<file path="src/sv/htil_pkg.sv">
`default_nettype none
// ----------------------------------------------------------------------------
// htil_pkg
// Shared types, character codes and hex helpers for the hex text image loader.
// ----------------------------------------------------------------------------
package htil_pkg;

    // Default cap on data tokens taken from one line
    localparam int HTIL_TOKENS_PER_LINE = 16;
    localparam int HTIL_SEEN_W          = 5;

    // Character codes
    localparam logic [7:0] CH_NL    = 8'h0A;
    localparam logic [7:0] CH_NUL   = 8'h00;
    localparam logic [7:0] CH_SPACE = 8'h20;
    localparam logic [7:0] CH_AT    = 8'h40;
    localparam logic [7:0] CH_Q     = 8'h71;

    // Result kinds
    localparam logic [1:0] RK_WRITE = 2'd0;
    localparam logic [1:0] RK_OK    = 2'd1;
    localparam logic [1:0] RK_ERR   = 2'd2;

    typedef enum logic [2:0] {
        PH_LINE,
        PH_ADDR,
        PH_ADDR_HOLD,
        PH_DATA,
        PH_SKIP,
        PH_DONE
    } htil_phase_t;

    typedef struct packed {
        logic       kind;
        logic [7:0] ch;
    } htil_in_t;

    typedef struct packed {
        logic [1:0]  result_kind;
        logic [31:0] write_address;
        logic [7:0]  write_data;
        logic        last;
    } htil_out_t;

    typedef struct packed {
        logic [31:0] acc;
        logic        bad;
    } htil_hex_t;

    // True for 0-9 and uppercase A-F: the only legal data line lead
    function automatic logic is_data_lead(input logic [7:0] c);
        logic r;
        r = ((c >= 8'h30) && (c <= 8'h39)) || ((c >= 8'h41) && (c <= 8'h46));
        return r;
    endfunction

    // Shift one character into a hex accumulator, flagging bad input or bit 31
    function automatic htil_hex_t hex_feed(input logic [31:0] acc, input logic bad,
                                           input logic [7:0] c);
        htil_hex_t  r;
        logic [3:0] d;
        logic       ok;
        r.acc = acc;
        r.bad = bad;
        d     = 4'd0;
        ok    = 1'b1;
        if ((c >= 8'h30) && (c <= 8'h39))
        begin
            d = 4'(c - 8'h30);
        end
        else if ((c >= 8'h41) && (c <= 8'h46))
        begin
            d = 4'(c - 8'h37);
        end
        else if ((c >= 8'h61) && (c <= 8'h66))
        begin
            d = 4'(c - 8'h57);
        end
        else
        begin
            ok = 1'b0;
        end
        if (!bad)
        begin
            if (!ok)
            begin
                r.bad = 1'b1;
            end
            else
            begin
                r.acc = {acc[27:0], d};
                r.bad = r.acc[31];
            end
        end
        return r;
    endfunction

endpackage

`default_nettype wire

</file>
<file path="src/sv/hex_text_image_loader_top.sv">
`default_nettype none
// ----------------------------------------------------------------------------
// hex_text_image_loader_top
// Parses a text hex image one character per request and emits byte writes
// followed by a single final status.
// ----------------------------------------------------------------------------
//  Channel | Direction | Handshake             | Payload
//  --------+-----------+-----------------------+---------------------------
//  in      | input     | in_valid / in_ready   | in_data  (htil_in_t)
//  out     | output    | out_valid / out_ready | out_data (htil_out_t)
//
//  One character request is taken per cycle while in_ready is high; the parser
//  state updates at the accepting edge and the 0, 1 or 2 results go into a
//  four-entry result queue, offered from the next cycle on.
//  in_ready drops only while the queue has fewer than two free entries, so a
//  stalled output side holds the input once three or more results are pending.
//  rst_n clears the parser to line start, address zero, and empties the queue.
//  After a final status every further request is taken and dropped.
// ----------------------------------------------------------------------------
module hex_text_image_loader_top
    import htil_pkg::*;
#(
    parameter int TOKENS_PER_LINE = HTIL_TOKENS_PER_LINE
)
(
    input  wire logic      clk,
    input  wire logic      rst_n,
    input  wire logic      in_valid,
    output logic           in_ready,
    input  wire htil_in_t  in_data,
    output logic           out_valid,
    input  wire logic      out_ready,
    output htil_out_t      out_data
);

    localparam logic [HTIL_SEEN_W-1:0] TOK_LIMIT = HTIL_SEEN_W'(TOKENS_PER_LINE);
    localparam int QDEPTH = 4;
    localparam int QPTR_W = $clog2(QDEPTH);
    localparam int QCNT_W = $clog2(QDEPTH + 1);

    // Parser state
    htil_phase_t             phase_reg, phase_next;
    logic [31:0]             addr_reg, addr_next;
    logic [31:0]             acc_reg, acc_next;
    logic                    open_reg, open_next;
    logic                    bad_reg, bad_next;
    logic [HTIL_SEEN_W-1:0]  seen_reg, seen_next;

    // Result queue
    htil_out_t               q_mem [QDEPTH];
    logic [QPTR_W-1:0]       wr_ptr_reg, rd_ptr_reg;
    logic [QCNT_W-1:0]       cnt_reg;

    logic                    in_fire, out_fire, live;
    logic [7:0]              c;

    // Token close outcome
    logic                    cl_emit, cl_skip;
    logic [31:0]             cl_addr;
    logic [HTIL_SEEN_W-1:0]  cl_seen;

    // Data character outcome
    htil_hex_t               dc_hex;
    logic [31:0]             dc_acc_base;
    logic                    dc_bad_base;
    htil_hex_t               ad_hex;

    // Result slots
    logic                    s0_v, s1_v;
    htil_out_t               s0, s1;

    assign c        = in_data.ch;
    assign in_ready = (cnt_reg <= QCNT_W'(QDEPTH - 2));
    assign in_fire  = in_valid && in_ready;
    assign out_valid = (cnt_reg != '0);
    assign out_fire = out_valid && out_ready;
    assign out_data = q_mem[rd_ptr_reg];
    assign live     = in_fire && (phase_reg != PH_DONE);

    // Close an open token: write if under the limit, skip once the limit is hit
    always_comb
    begin
        cl_emit = open_reg && (seen_reg < TOK_LIMIT);
        cl_seen = cl_emit ? (seen_reg + 1'b1) : seen_reg;
        cl_addr = cl_emit ? (addr_reg + 32'd1) : addr_reg;
        cl_skip = open_reg && (cl_seen >= TOK_LIMIT);
    end

    // Feed one character into a token, opening it first if needed
    always_comb
    begin
        dc_acc_base = open_reg ? acc_reg : 32'd0;
        dc_bad_base = open_reg ? bad_reg : 1'b0;
        dc_hex      = hex_feed(dc_acc_base, dc_bad_base, c);
        ad_hex      = hex_feed(acc_reg, bad_reg, c);
    end

    // Next parser state
    always_comb
    begin
        phase_next = phase_reg;
        addr_next  = addr_reg;
        acc_next   = acc_reg;
        open_next  = open_reg;
        bad_next   = bad_reg;
        seen_next  = seen_reg;
        if (live)
        begin
            if (in_data.kind)
            begin
                phase_next = PH_DONE;
                if (phase_reg == PH_DATA)
                begin
                    open_next = 1'b0;
                    addr_next = cl_addr;
                    seen_next = cl_seen;
                end
            end
            else
            begin
                unique case (phase_reg)
                    PH_LINE:
                    begin
                        if (c == CH_Q)
                        begin
                            phase_next = PH_DONE;
                        end
                        else if (c == CH_AT)
                        begin
                            phase_next = PH_ADDR;
                            bad_next   = 1'b0;
                            acc_next   = 32'd0;
                        end
                        else if (is_data_lead(c))
                        begin
                            seen_next  = '0;
                            acc_next   = dc_hex.acc;
                            bad_next   = dc_hex.bad;
                            open_next  = !dc_hex.bad;
                            phase_next = dc_hex.bad ? PH_SKIP : PH_DATA;
                        end
                        else
                        begin
                            phase_next = PH_DONE;
                        end
                    end
                    PH_ADDR, PH_ADDR_HOLD:
                    begin
                        if (c == CH_NL)
                        begin
                            if (bad_reg || (acc_reg == 32'd0))
                            begin
                                phase_next = PH_DONE;
                            end
                            else
                            begin
                                addr_next  = acc_reg;
                                phase_next = PH_LINE;
                                open_next  = 1'b0;
                                bad_next   = 1'b0;
                                acc_next   = 32'd0;
                                seen_next  = '0;
                            end
                        end
                        else if (c == CH_NUL)
                        begin
                            phase_next = PH_ADDR_HOLD;
                        end
                        else if (phase_reg == PH_ADDR)
                        begin
                            acc_next = ad_hex.acc;
                            bad_next = ad_hex.bad;
                        end
                    end
                    PH_DATA:
                    begin
                        if (c == CH_NL)
                        begin
                            addr_next  = cl_addr;
                            phase_next = PH_LINE;
                            open_next  = 1'b0;
                            bad_next   = 1'b0;
                            acc_next   = 32'd0;
                            seen_next  = '0;
                        end
                        else if ((c == CH_SPACE) || (c == CH_NUL))
                        begin
                            open_next = 1'b0;
                            addr_next = cl_addr;
                            seen_next = cl_seen;
                            if (cl_skip || (c == CH_NUL))
                            begin
                                phase_next = PH_SKIP;
                            end
                        end
                        else
                        begin
                            acc_next  = dc_hex.acc;
                            bad_next  = dc_hex.bad;
                            open_next = !dc_hex.bad;
                            if (dc_hex.bad)
                            begin
                                phase_next = PH_SKIP;
                            end
                        end
                    end
                    PH_SKIP:
                    begin
                        if (c == CH_NL)
                        begin
                            phase_next = PH_LINE;
                            open_next  = 1'b0;
                            bad_next   = 1'b0;
                            acc_next   = 32'd0;
                            seen_next  = '0;
                        end
                    end
                    default:
                    begin
                        phase_next = phase_reg;
                    end
                endcase
            end
        end
    end

    // Results for this request
    always_comb
    begin
        s0_v = 1'b0;
        s1_v = 1'b0;
        s0   = '{result_kind: RK_WRITE, write_address: addr_reg,
                 write_data: acc_reg[7:0], last: 1'b1};
        s1   = '{result_kind: RK_ERR, write_address: 32'd0,
                 write_data: 8'd0, last: 1'b1};
        if (live)
        begin
            if (in_data.kind)
            begin
                if ((phase_reg == PH_DATA) && cl_emit)
                begin
                    s0_v    = 1'b1;
                    s0.last = 1'b0;
                    s1_v    = 1'b1;
                end
                else
                begin
                    s0_v = 1'b1;
                    s0   = s1;
                end
            end
            else
            begin
                unique case (phase_reg)
                    PH_LINE:
                    begin
                        if (c == CH_Q)
                        begin
                            s0_v = 1'b1;
                            s0   = '{result_kind: RK_OK, write_address: 32'd0,
                                     write_data: 8'd0, last: 1'b1};
                        end
                        else if ((c != CH_AT) && !is_data_lead(c))
                        begin
                            s0_v = 1'b1;
                            s0   = s1;
                        end
                    end
                    PH_ADDR, PH_ADDR_HOLD:
                    begin
                        if ((c == CH_NL) && (bad_reg || (acc_reg == 32'd0)))
                        begin
                            s0_v = 1'b1;
                            s0   = s1;
                        end
                    end
                    PH_DATA:
                    begin
                        if ((c == CH_NL) || (c == CH_SPACE) || (c == CH_NUL))
                        begin
                            s0_v = cl_emit;
                        end
                    end
                    default:
                    begin
                        s0_v = 1'b0;
                    end
                endcase
            end
        end
    end

    // Hold parser state
    always_ff @(posedge clk or negedge rst_n)
    begin
        if (!rst_n)
        begin
            phase_reg <= PH_LINE;
            addr_reg  <= 32'd0;
            acc_reg   <= 32'd0;
            open_reg  <= 1'b0;
            bad_reg   <= 1'b0;
            seen_reg  <= '0;
        end
        else
        begin
            phase_reg <= phase_next;
            addr_reg  <= addr_next;
            acc_reg   <= acc_next;
            open_reg  <= open_next;
            bad_reg   <= bad_next;
            seen_reg  <= seen_next;
        end
    end

    // Push results into the queue
    always_ff @(posedge clk)
    begin
        if (s0_v)
        begin
            q_mem[wr_ptr_reg] <= s0;
        end
        if (s1_v)
        begin
            q_mem[wr_ptr_reg + 1'b1] <= s1;
        end
    end

    // Advance queue pointers and count
    always_ff @(posedge clk or negedge rst_n)
    begin
        if (!rst_n)
        begin
            wr_ptr_reg <= '0;
            rd_ptr_reg <= '0;
            cnt_reg    <= '0;
        end
        else
        begin
            wr_ptr_reg <= wr_ptr_reg + QPTR_W'({1'b0, s0_v} + {1'b0, s1_v});
            rd_ptr_reg <= rd_ptr_reg + QPTR_W'(out_fire);
            cnt_reg    <= cnt_reg + QCNT_W'(s0_v) + QCNT_W'(s1_v) - QCNT_W'(out_fire);
        end
    end

endmodule

`default_nettype wire
</file>
<file path="config.mk">
export PLATFORM = sky130hd
export DESIGN_NAME = hex_text_image_loader_top
export DESIGN_NICKNAME = d
export VERILOG_FILES = /design/src/sv/htil_pkg.sv /design/src/sv/hex_text_image_loader_top.sv
export SDC_FILE = /design/constraint.sdc
export NUM_CORES = 1
export LEC_CHECK = 0
export BUFFER_PORTS_ARGS = -buffer_cell sky130_fd_sc_hd__buf_2
export CAP_MARGIN = 20
export CELL_PAD_IN_SITES_DETAIL_PLACEMENT = 1
export CELL_PAD_IN_SITES_GLOBAL_PLACEMENT = 1
export CORE_ASPECT_RATIO = 1.4
export CORE_UTILIZATION = 53
export DETAILED_ROUTE_END_ITERATION = 10
export MAX_ROUTING_LAYER = met4
export PLACE_DENSITY = 0.9
export RECOVER_POWER = 50
export SLEW_MARGIN = 0
export SYNTH_ARGS = -nofsm -noshare
export SYNTH_HDL_FRONTEND = slang
export SYNTH_SLANG_ARGS = --single-unit
</file>
<file path="constraint.sdc">
create_clock -name clk -period 4.6 [get_ports clk]
set_input_delay 0 -clock clk [delete_from_list [all_inputs] [get_ports clk]]
set_output_delay 0 -clock clk [all_outputs]
set_load 0.005 [all_outputs]
</file>
### Word level (Yosys, flattened, before mapping)

Memories as Yosys holds them, arrays and structs flattened.
Cells that the tools add are included.

* memory bits (writable): 172
* input port bits: 13
* word-level logic and storage cells: 196
* memories kept: 1
* bits in latches: 0
* memory bits (read-only): 0
* register bits after elaboration: 81

* muxes and demuxes: 101
* reductions and logical operators: 33
* $lt $le $gt $ge: 9
* add/sub/neg operators: 12
* div/mod/pow operators: 0
* multipliers: 0
* bitwise gates (word level): 1
* shift-type cells: 0
* equal/unequal tests: 30

Memories
* q_mem: words 4, bits a word 43, read ports 1, clocked after Yosys merged registers in 0, write ports 2, RTL line hex_text_image_loader_top.sv:50 `htil_out_t q_mem [QDEPTH];`

Operators by type and width (number)
* 2-to-1 mux 32 bit: 20
* 2-to-1 mux 43 bit: 5
* case mux 32 bit (4 select lines): 1
* case mux 43 bit (2 select lines): 1
* 2-to-1 mux 33 bit: 2
* case mux 32 bit (2 select lines): 1
* 2-to-1 mux 5 bit: 11
* 2-to-1 mux 42 bit: 1
* inequality test 3 bit (second input constant): 14
* 2-to-1 mux 3 bit: 13
* 2-to-1 mux 1 bit: 38
* adder 32 x 1 -> 32 bit (second input constant): 1
* zero test 32 bit: 1
* case mux 5 bit (4 select lines): 1
* AND reduction 10 bit: 2
* equality test 8 x 7 -> 1 bit (second input constant): 2
* greater-or-equal comparator 8 x 7 -> 1 bit (second input constant): 2
* <= comparator 8 x 7 -> 1 bit (second input constant): 2
* 2-to-1 mux 4 bit: 3
* case mux 3 bit (4 select lines): 1
* AND reduction 12 bit: 1
* AND reduction 6 bit: 2
* logical AND 1 bit: 11
* inequality test 5 bit (second input constant): 2
* 36 further kinds: 48

### Depth between registers and ports, before layout

Gate-level depths: netlist of run 1.

* word-level depth: 13
* mapped depth: 13
* gate-level depth less buffers: 12

### Worst setup path after synthesis of run 1

No wires, ideal clock.

* path kind: register to register
* from: reg phase_reg[1]
* to: reg cnt_reg[2]
* stages on the path, launching flop included: 14
* arrival time: 2972 ps
* library setup time: 123 ps
* path slack: 1505 ps
* data required time: 4477 ps
* cells stage by stage: dfrtp_1 clkbuf_1 or2_1 clkbuf_1 nor2_1 nor4b_4 nor3_1 a211o_1 buf_6 ha_1 inv_1 fa_1 fa_1 xnor2_1

* cells in the longest elaborated chain, start to end: 8
* elaborated cells on any way between the ends: 17
* classes of those cells: add/sub (3); eq/ne (4); mux (6); reduce/logical (4)

RTL lines
* start: declaration: RTL line hex_text_image_loader_top.sv:42 `htil_phase_t phase_reg, phase_next;`
* start signal: assignment: RTL line hex_text_image_loader_top.sv:307 `phase_reg <= phase_next;`
* equality test 3 x 1 -> 1 bit or equality test 3 x 2 -> 1 bit (tied branches): RTL line hex_text_image_loader_top.sv:254 `unique case (phase_reg)`
* OR reduction 2 bit: RTL line hex_text_image_loader_top.sv:254
* case mux 1 bit (3 select lines): RTL line hex_text_image_loader_top.sv:254
* 2-to-1 mux 1 bit: RTL line hex_text_image_loader_top.sv:238 `if (in_data.kind)`
* 2-to-1 mux 1 bit: RTL line hex_text_image_loader_top.sv:236 `if (live)`
* adder 3 x 1 -> 3 bit: RTL line hex_text_image_loader_top.sv:342 `cnt_reg <= cnt_reg + QCNT_W'(s0_v) + QCNT_W'(s1_v) - QCNT_W'(out_fire);`
* adder 3 x 1 -> 3 bit *: RTL line hex_text_image_loader_top.sv:342
* subtractor 3 x 1 -> 3 bit *: RTL line hex_text_image_loader_top.sv:342
* end signal: assignment: RTL line hex_text_image_loader_top.sv:342
* end: declaration: RTL line hex_text_image_loader_top.sv:52 `logic [QCNT_W-1:0] cnt_reg;`

Mark *: on every way between the ends. The rest lies on a longest branch, timed or not.
A chain may end at the register's enable or synchronous reset.

### Final worst setup path of run 1

* from: reg phase_reg[1]
* to: reg addr_reg[22]

* cells in the longest elaborated chain, start to end: 4
* elaborated cells on any way between the ends: 14
* classes of those cells: eq/ne (8); mux (2); reduce/logical (4)

RTL lines
* equality test 3 x 1 -> 1 bit or equality test 3 x 2 -> 1 bit (tied branches): RTL line hex_text_image_loader_top.sv:121 `unique case (phase_reg)`
* OR reduction 2 bit: RTL line hex_text_image_loader_top.sv:121
* inequality test 3 bit (no source line) (tied with other cells)
* AND reduction 6 bit (no source line) or 2-to-1 mux 32 bit (tied branches)
* end signal: assignment: RTL line hex_text_image_loader_top.sv:308 `addr_reg <= addr_next;`
* end: declaration: RTL line hex_text_image_loader_top.sv:43 `logic [31:0] addr_reg, addr_next;`

Parallel ways exist; a longest one is shown, timed or not.

==> impl_metrics.ini, run 1 <==
[detailed_routing]
drtIter0Drc = 732
routed-via-count = 9336
routedWlPerCell_microns = 26.4
wl_microns = 34900
viasPerCell = 7.07
antenna_left = 0
detail_route.first_pass.iterations = 9
drc = 6

[floorplan]
core_sq_mm = 0.0206
rows = 62
dieHeight_microns = 174
die_area_sq_mm = 0.0218
start_util = 0.544
pin_count = 58
die_w_microns = 125

[outcome]
violations = design-rule violations, max-capacitance violations, max-slew violations
status = complete, but fails checks

[grt]
grt_max_degree = 81
grt_antenna_before_repair = 0
gr-total-overflow = 0
grt_pass1_wl_microns = 55300
track_usage = 0.332
grt_pass1_vias = 9900

[sta]
finalCritPeriodShare = 0.862
maxSlewHeadroom = -0.236
slew_viol_final = 92
finalHoldViolations = 0
worst_pin_slew_ns = 1.85
layout_min_cycle_time_ns = 3.97
setup_viol_count_final = 0
rsz0062_at_grt = false
hold_slack_ns = 0.0211
fmax_mhz = 252
fin_worst_skew_ns = 0.0119
tns_ns = 0

[layout]
antenna_cells = 0
fin_nets = 1071
syn2layout_area_growth_pct = 11.2
design_area_sq_mm = 0.0125
largest_register_ffs = 172
drive_gt1_frac = 0.148

[power]
power.density_mw_per_mm2 = 583
power_frac_seq = 0.450
p_leak_uw = 0.00503
swShare = 0.333
pwr-share-comb = 0.256
internal_power_uw = 4860
clkPwrFrac = 0.294
ir_worst_vdd_mv = 0.325
p_total_uw = 7290
power.switching_uw = 2430

[cts]
h-tree-depth = 1
cts.sinks = 253
clk_latency_ns = 0.53
clk_path_buf_depth = 3
cts_tree = built
clk_pin_slew_ns = 0.07
clock-root-buffer = clkbuf_16
numCtsBuffers = 25
cts-resized-gates = 0

[synth]
synth_nets = 1057
synth.distinct_cells = 76
syn_area_per_cell_sq_um = 10.9
synthesis.area_sq_mm = 0.0112
synth_area_leaders = dfxtp_1 (31%), dfrtp_1 (18%), a22o_1 (15%)
ys.flop_type = dfxtp_1
yosys-top-cells-count = a22o_1 (191), dfxtp_1 (172), dfrtp_1 (81)
synth_top_area_frac = 0.306
yosysMostFrequentCell = a22o_1
synthArstFlopShare = 0.320
yosys_warnings = 0
synth_edf_count = 0
synth.largest_area_cell = dfxtp_1
synth_seq_cells = 253
syn_inst = 1032
ys_seq_area_frac = 0.487

[worst_setup_path]
startpoint = phase_reg[1]
crit_type = flip-flop to flip-flop
cp-start-kind = flip-flop
path_cells = nor2_1 -> a211o_1 -> a21oi_1 -> a211oi_1 -> nor4b_1 -> clkbuf_1 -> a21oi_1 -> a21oi_1
cp.arrival_ns = 4.41
cp.required_ns = 5.04
crit_fanout = 21
r2r_start = phase_reg[1]
r2r_setup_slack_ns = 0.63
crit_path_max_incr_delay_ns = 1.07
cp_common_cell = a21oi_1
crit_slowest_cell = nor4b_1
worstSetupEndpointType = flip-flop

[place]
dp_hpwl_microns = 20600
postPlaceCellArea_sq_mm = 0.0116
finalWeightedCongestion = 0.931
port_buffers = 57

[worst_hold_path]
hp-start = in_data[8]
hold_class = primary input to flip-flop

[job]
drv_cap = 2
power groups by stage:
stage	Clock, uW	Sequential [uW]	Combinational [uW]
2_1_floorplan	0	2950	1510
4_1_cts	2150	3260	1870
3_3_place_gp	0	3250	1750
5_1_grt	2240	3350	2010
6_report	2140	3280	1860
3_5_place_dp	0	3290	1830
cell usage in the layout (no fill, tap or decap), types with 25 or more instances in the layout:
cell type,instances
a22o_1,191
nor2_1,55
mux4_2,43
nand3_1,25
dfxtp_1,172
nand2_1,47
clkbuf_16,27
buf_2,36
clkbuf_1,25
o21ai_0,51
a21oi_1,67
dfrtp_1,80
critical path: cells and delay by family, from the launching register on:
kind	cells	cell delay, ns
simple gates	2	1.44
compound gates	5	1.19
flops	1	0.46
buf+inv	1	0.78
area by class of cell:
type | instances | area (sq um)
inverter | 18 | 67.6
tap | 256 | 320
clock inverter | 7 | 65.1
clock buffer | 38 | 797
fill | 2161 | 8140
timing repair buffer | 84 | 484
sequential | 253 | 5470
multi-input combinational | 664 | 5290
per-layer routing:
metal,vias to the layer above,GRT usage,wire [microns]
met1,4790,0.377,13200
met3,116,0.0456,2130
met5,-,-,0
met2,440,0.570,18000
met4,0,0.175,1560
li1,3990,-,-
logic make-up after synthesis:
family,Yosys count,synth area share
AO/OA/AOI/OAI,381,0.254
flip-flops,253,0.487
AND/OR/NAND/NOR,219,0.104
buffers and inverters,115,0.0459
multiplexers,48,0.0909
adder cells (fa/ha/maj),12,0.0154
XOR/XNOR,4,0.00312
stage by stage:
| stage | cells | util | setup slack (ns) |
|---|---|---|---|
| final | 1320 | 0.605 | 0.634 |
| after global routing | 1320 | 0.605 | 0.441 |
| after CTS | 1316 | 0.607 | 0.902 |
| after detailed placement | 1265 | 0.562 | 0.920 |
| after global placement | 1265 | 0.562 | 1.07 |
| after floorplan | 1032 | - | 1.51 |
final timing paths:
| check | to | cells past startpoint |
|---|---|---|
| setup / recovery | addr_reg[22] | 8 |
| hold / removal | phase_reg[1] | 3 |
| setup reg to reg | addr_reg[22] | 8 |
| hold reg to reg | q_mem[2][11] | 1 |
| max in group asynchronous | acc_reg[0] | 5 |
| min in group asynchronous | cnt_reg[2] | 4 |
timing repair:
action,in CTS,in global routing
setup buffers,0,0
hold buffers,6,1
endpoints found under the hold margin,86,9
Power figures use the tool's default switching activity.
==> run 2, diff against run 1 <==
- CORE_MARGIN: not set -> 1
- PLACE_DENSITY: 0.9 -> 0.89
==> impl_metrics.ini, run 2 (synthesis results as in run 1) <==
[outcome]
status = complete, but fails checks
violations = design-rule violations, max-capacitance violations, max-slew violations

[sta]
worst_pin_slew_ns = 2.01
finalHoldViolations = 0
fin_worst_skew_ns = 0.0183
setup_ws_ns = 0.530
rsz0062_at_grt = false
layout_min_cycle_time_ns = 4.07
fmax_mhz = 246
tns_ns = 0
slew_viol_final = 79
maxSlewHeadroom = -0.337
hold_slack_ns = 0.0964
setup_viol_count_final = 0
finalCritPeriodShare = 0.885

[worst_setup_path]
crit_fanout = 20
crit_slowest_cell = nor4b_1
r2r_start = phase_reg[1]
r2r_setup_slack_ns = 0.53
worstSetupEndpointType = flip-flop
crit_path_max_incr_delay_ns = 1.54
crit_type = flip-flop to flip-flop
cp.arrival_ns = 4.50
timing.rr.end = addr_reg[26]
cp_common_cell = a21oi_1
cp.required_ns = 5.03
path_cells = nor2_1 -> a211o_1 -> a21oi_1 -> a211oi_1 -> nor4b_1 -> buf_4 -> a21oi_1 -> a21oi_1
cp-start-kind = flip-flop
worstRegToRegCells = 8
critPathTopFamily = simple AND/OR/NAND/NOR gates
worst-path-buf-inv = 1

[place]
port_buffers = 57
finalWeightedCongestion = 0.900
dp_hpwl_microns = 20400
dpl.cell_count = 1266
place_ws_ns = 1.18

[layout]
layout_common_cells = a22o_1 (191), dfxtp_1 (172), dfrtp_1 (80)
multi_input_area_sq_mm = 0.00527
fin_nets = 1069
antenna_cells = 0
final_common_cell = a22o_1
largest_register_ffs = 172
drive_gt1_frac = 0.142
fin_cells = 1316
fill_cells = 2148
utilization = 0.603
ff_latch_area_sq_mm = 0.00547
syn2layout_area_growth_pct = 10.8

[worst_hold_path]
hold_class = primary input to flip-flop
hold_path_end = acc_reg[0]
hold_path_depth = 5
hp-start = in_data[0]

[grt]
gr-total-overflow = 0
track_usage = 0.335
grt_max_degree = 75
grt_pass1_vias = 9856
grt_pass1_wl_microns = 56100
grt_antenna_before_repair = 0

[cts]
clk_pin_slew_ns = 0.06
cts_tree = built
clk_latency_ns = 0.53
numCtsBuffers = 24
cts.sinks = 253
h-tree-depth = 1
cts-resized-gates = 0
clk_path_buf_depth = 3
clock-root-buffer = clkbuf_16

[floorplan]
core_sq_mm = 0.0206
rows = 62
pin_count = 58
start_util = 0.544
dieHeight_microns = 174
die_area_sq_mm = 0.0218
die_w_microns = 125

[detailed_routing]
met1Wirelength_microns = 13700
viasPerCell = 7.06
wl_microns = 34900
drc = 8
antenna_left = 0
routed-via-count = 9288
detail_route.first_pass.iterations = 8
drtIter0Drc = 866
routed.top_layer = met4
wl_met2_microns = 17700
wl_met3_microns = 2080
routedWlPerCell_microns = 26.5

[power]
p_leak_uw = 0.00501
power.density_mw_per_mm2 = 582
ir_worst_vdd_mv = 0.417

[job]
drv_cap = 2
==> run 2: how the worst max path moves through the flow <==
stage	endpoint	start	cells after the start	slack, ns
4_1_cts	cnt_reg[2]	acc_reg[7]	11	1.10
3_5_place_dp	cnt_reg[2]	acc_reg[7]	11	1.18
5_1_grt	addr_reg[31]	phase_reg[1]	8	0.44
3_3_place_gp	cnt_reg[2]	acc_reg[6]	11	1.28
6_report	addr_reg[26]	phase_reg[1]	8	0.53
2_1_floorplan	cnt_reg[2]	phase_reg[1]	13	1.51
==> run 2: through the flow <==
step           cell area [sq um]  power, uW
2_1_floorplan              11200       4470
3_3_place_gp               11600       5000
3_5_place_dp               11600       5120
4_1_cts                    12500       7270
5_1_grt                    12400       7560
6_report                   12400       7240
==> run 2: where the power goes <==
part           leakage [uW]  internal [uW]  total (uW)  switching [uW]
combinational       0.00213            917        1840             924
clock              0.000413           1250        2120             870
sequential          0.00247           2690        3280             588
total               0.00501           4860        7240            2380
==> run 2: area by class of cell <==
class / count / share of cell area
Clock buffer: 38 / 0.0615
Clock inverter: 4 / 0.00603
Inverter: 18 / 0.00543
Multi-Input combinational cell: 664 / 0.423
Sequential cell: 253 / 0.440
Tap cell: 256 / 0.0257
Timing Repair Buffer: 83 / 0.0388
==> run 2: routing by layer <==
layer | vias up | GRT usage
met5 | - | -
met4 | 0 | 0.142
met3 | 105 | 0.0403
met2 | 400 | 0.574
met1 | 4799 | 0.399
li1 | 3984 | -
==> run 2: repair_timing <==
| action | CTS | global route |
|---|---|---|
| buffers inserted | 0 | 0 |
| hold endpoints to repair | 87 | 0 |
| hold buffers | 7 | 0 |
==> run 2: tightest hold or removal path: cells and delay by family <==
kind                   cells  cell delay, ns
buffers and inverters      2            0.23
multiplexers               1            0.13
AO/OA/AOI/OAI              1            0.13
AND/OR/NAND/NOR            1            0.10
==> run 3, diff against run 2 <==
- ABC_AREA: not set -> 1
- CAP_MARGIN: 20 -> not set
- CORE_UTILIZATION: 53 -> 48
- PLACE_DENSITY: 0.89 -> 0.9
- SKIP_CTS_REPAIR_TIMING: not set -> 1
==> impl_metrics.ini, run 3 <==
[synth]
ys_seq_area_frac = 0.349
synth_edf_count = 0
syn_area_per_cell_sq_um = 6.13
ys.flop_type = dfxtp_1
syn_inst = 2557
synth_nets = 2582
synthArstFlopShare = 0.320
yosys_warnings = 0
synth_seq_cells = 253
yosys-top-cells-count = nand2_1 (800), a21oi_1 (320), nor2_1 (320)
yosysMostFrequentCell = nand2_1
synth_area_leaders = dfxtp_1 (22%), nand2_1 (19%), dfrtp_1 (13%)
synthesis.area_sq_mm = 0.0157
synth.distinct_cells = 43
synth.largest_area_cell = dfxtp_1
synth_top_area_frac = 0.220

[worst_setup_path]
worstRegToRegCells = 13
cp-start-kind = flip-flop
cp_common_cell = a21oi_1
crit_type = flip-flop to output pin
crit_path_max_incr_delay_ns = 2.06
cp.arrival_ns = 4.00
path_cells = clkbuf_1 -> a21oi_1 -> a21oi_1 -> clkbuf_2
crit_fanout = 46
timing.rr.end = q_mem[0][36]
crit_slowest_cell = clkbuf_1
worst-path-buf-inv = 2
r2r_setup_slack_ns = 0.67
critPathTopFamily = buffers and inverters
worstSetupEndpointType = output pin
cp.required_ns = 4.60
r2r_start = acc_reg[6]

[worst_hold_path]
hold_path_end = acc_reg[2]
hp-start = in_data[2]
hold_class = primary input to flip-flop
hold_path_depth = 6

[floorplan]
core_sq_mm = 0.0323
dieHeight_microns = 216
pin_count = 58
start_util = 0.486
rows = 78
die_area_sq_mm = 0.0334
die_w_microns = 155

[cts]
clock-root-buffer = clkbuf_16
cts.sinks = 253
clk_path_buf_depth = 3
h-tree-depth = 1
clk_pin_slew_ns = 0.06
cts_tree = built
numCtsBuffers = 27
clk_latency_ns = 0.56

[sta]
maxSlewHeadroom = -0.959
finalHoldViolations = 1
slew_viol_final = 186
fin_worst_skew_ns = 0.0127
tns_ns = 0
layout_min_cycle_time_ns = 4.00
rsz0062_at_grt = false
hold_slack_ns = -0.00557
worst_pin_slew_ns = 2.94
fmax_mhz = 250
finalCritPeriodShare = 0.870
setup_viol_count_final = 0

[layout]
layout_common_cells = nand2_1 (802), nor2_1 (320), a21oi_1 (320)
syn2layout_area_growth_pct = 6.96
antenna_cells = 0
fin_nets = 2521
drive_gt1_frac = 0.0513
final_common_cell = nand2_1
utilization = 0.519
largest_register_ffs = 172

[outcome]
violations = negative hold slack, max-capacitance violations, max-slew violations
status = complete, but fails checks

[power]
power.density_mw_per_mm2 = 715
ir_worst_vdd_mv = 0.368
p_leak_uw = 0.00929

[grt]
grt_util_met3 = 0.0313
grt_pass1_vias = 17600
met1_usage = 0.369
top_usage_layer = met2
grt_antenna_before_repair = 0
track_usage = 0.338
grt_max_degree = 74
gr-total-overflow = 0
use_met2 = 0.610
grt_pass1_wl_microns = 88200

[detailed_routing]
drc = 0
antenna_left = 0
detail_route.first_pass.iterations = 5
viasPerCell = 5.61
drtIter0Drc = 1052
routedWlPerCell_microns = 18.4
wl_microns = 54500
routed-via-count = 16600

[job]
drv_cap = 4

[place]
port_buffers = 57
dp_hpwl_microns = 33700
finalWeightedCongestion = 0.958
## run 3: changes by cell type after synthesis, moves of 31 or more
cell      change
a21oi_1     +253
nand2_1     +753
mux4_2       -43
nor2_1      +264
inv_1       +268
clkbuf_1     +68
a22o_1      -191
o21ai_0      +82
nand4_1      +31
nand3_1      +68
## run 3: cell type report
| type | count | area [sq um] |
|---|---|---|
| fill | 4484 | 15500 |
| clock inverter | 9 | 71.3 |
| inverter | 301 | 1140 |
| multi-input combinational | 1822 | 8180 |
| clock buffer | 40 | 850 |
| sequential | 253 | 5470 |
| tap | 440 | 551 |
| timing repair buffer | 91 | 517 |
## run 3: cells by family (layout without fill, tap and decap cells)
logic type	Yosys count	count (layout)	synth area share
flops	253	253	0.349
xor+xnor	34	34	0.0190
buf+inv	482	441	0.128
mux	1	1	0.000638
compound gates	469	469	0.152
fa+ha+maj	12	12	0.0110
simple gates	1306	1306	0.340
## run 3: worst reg2reg max path, stage by stage (launching register included)
cell      delay, ns
dfrtp_1        0.60
nor2_1         0.10
nand2_1        0.07
nor2_1         0.04
nand2_1        0.10
o21ai_0        0.22
nand2_1        0.11
nand2_1        0.05
nand2_1        0.10
nand2_1        0.07
nand2_2        1.13
clkbuf_1       0.92
a21oi_1        0.19
nor2_1         0.17
## run 3: worst max-delay path by stage
stage,from,to,slack (ns),depth (start not counted)
2_1_floorplan,acc_reg[4],cnt_reg[2],1.68,16
3_3_place_gp,acc_reg[2],q_mem[2][12],1.38,12
3_5_place_dp,acc_reg[2],q_mem[2][20],1.24,13
4_1_cts,acc_reg[31],q_mem[2][6],1.16,13
5_1_grt,acc_reg[5],q_mem[3][40],0.45,13
6_report,rd_ptr_reg[0],out_data[2],0.60,4
## run 3: per-layer routing
metal	part of all wire	wire, microns	up-vias
met4	0.041	2230	0
met2	0.52	28200	479
met1	0.40	21700	8116
met5	0	0	-
li1	-	-	7831
met3	0.044	2420	167
## run 3: through the flow
stage	power (uW)	instance area (sq um)	hold slack (ns)	setup WS, ns	instances
2_1_floorplan	7840	15700	-0.296	1.68	2557
3_3_place_gp	9190	15900	-0.0268	1.38	2902
3_5_place_dp	9590	15900	-0.0223	1.24	2902
4_1_cts	12000	16800	-0.609	1.16	2951
5_1_grt	12900	16800	0.0662	0.452	2956
6_report	12000	16800	-0.00557	0.600	2956
## run 3: power by group
part / internal, uW / switching (uW)
Sequential: 3210 / 994
Combinational: 1800 / 3690
Clock: 1330 / 965
Total: 6340 / 5650
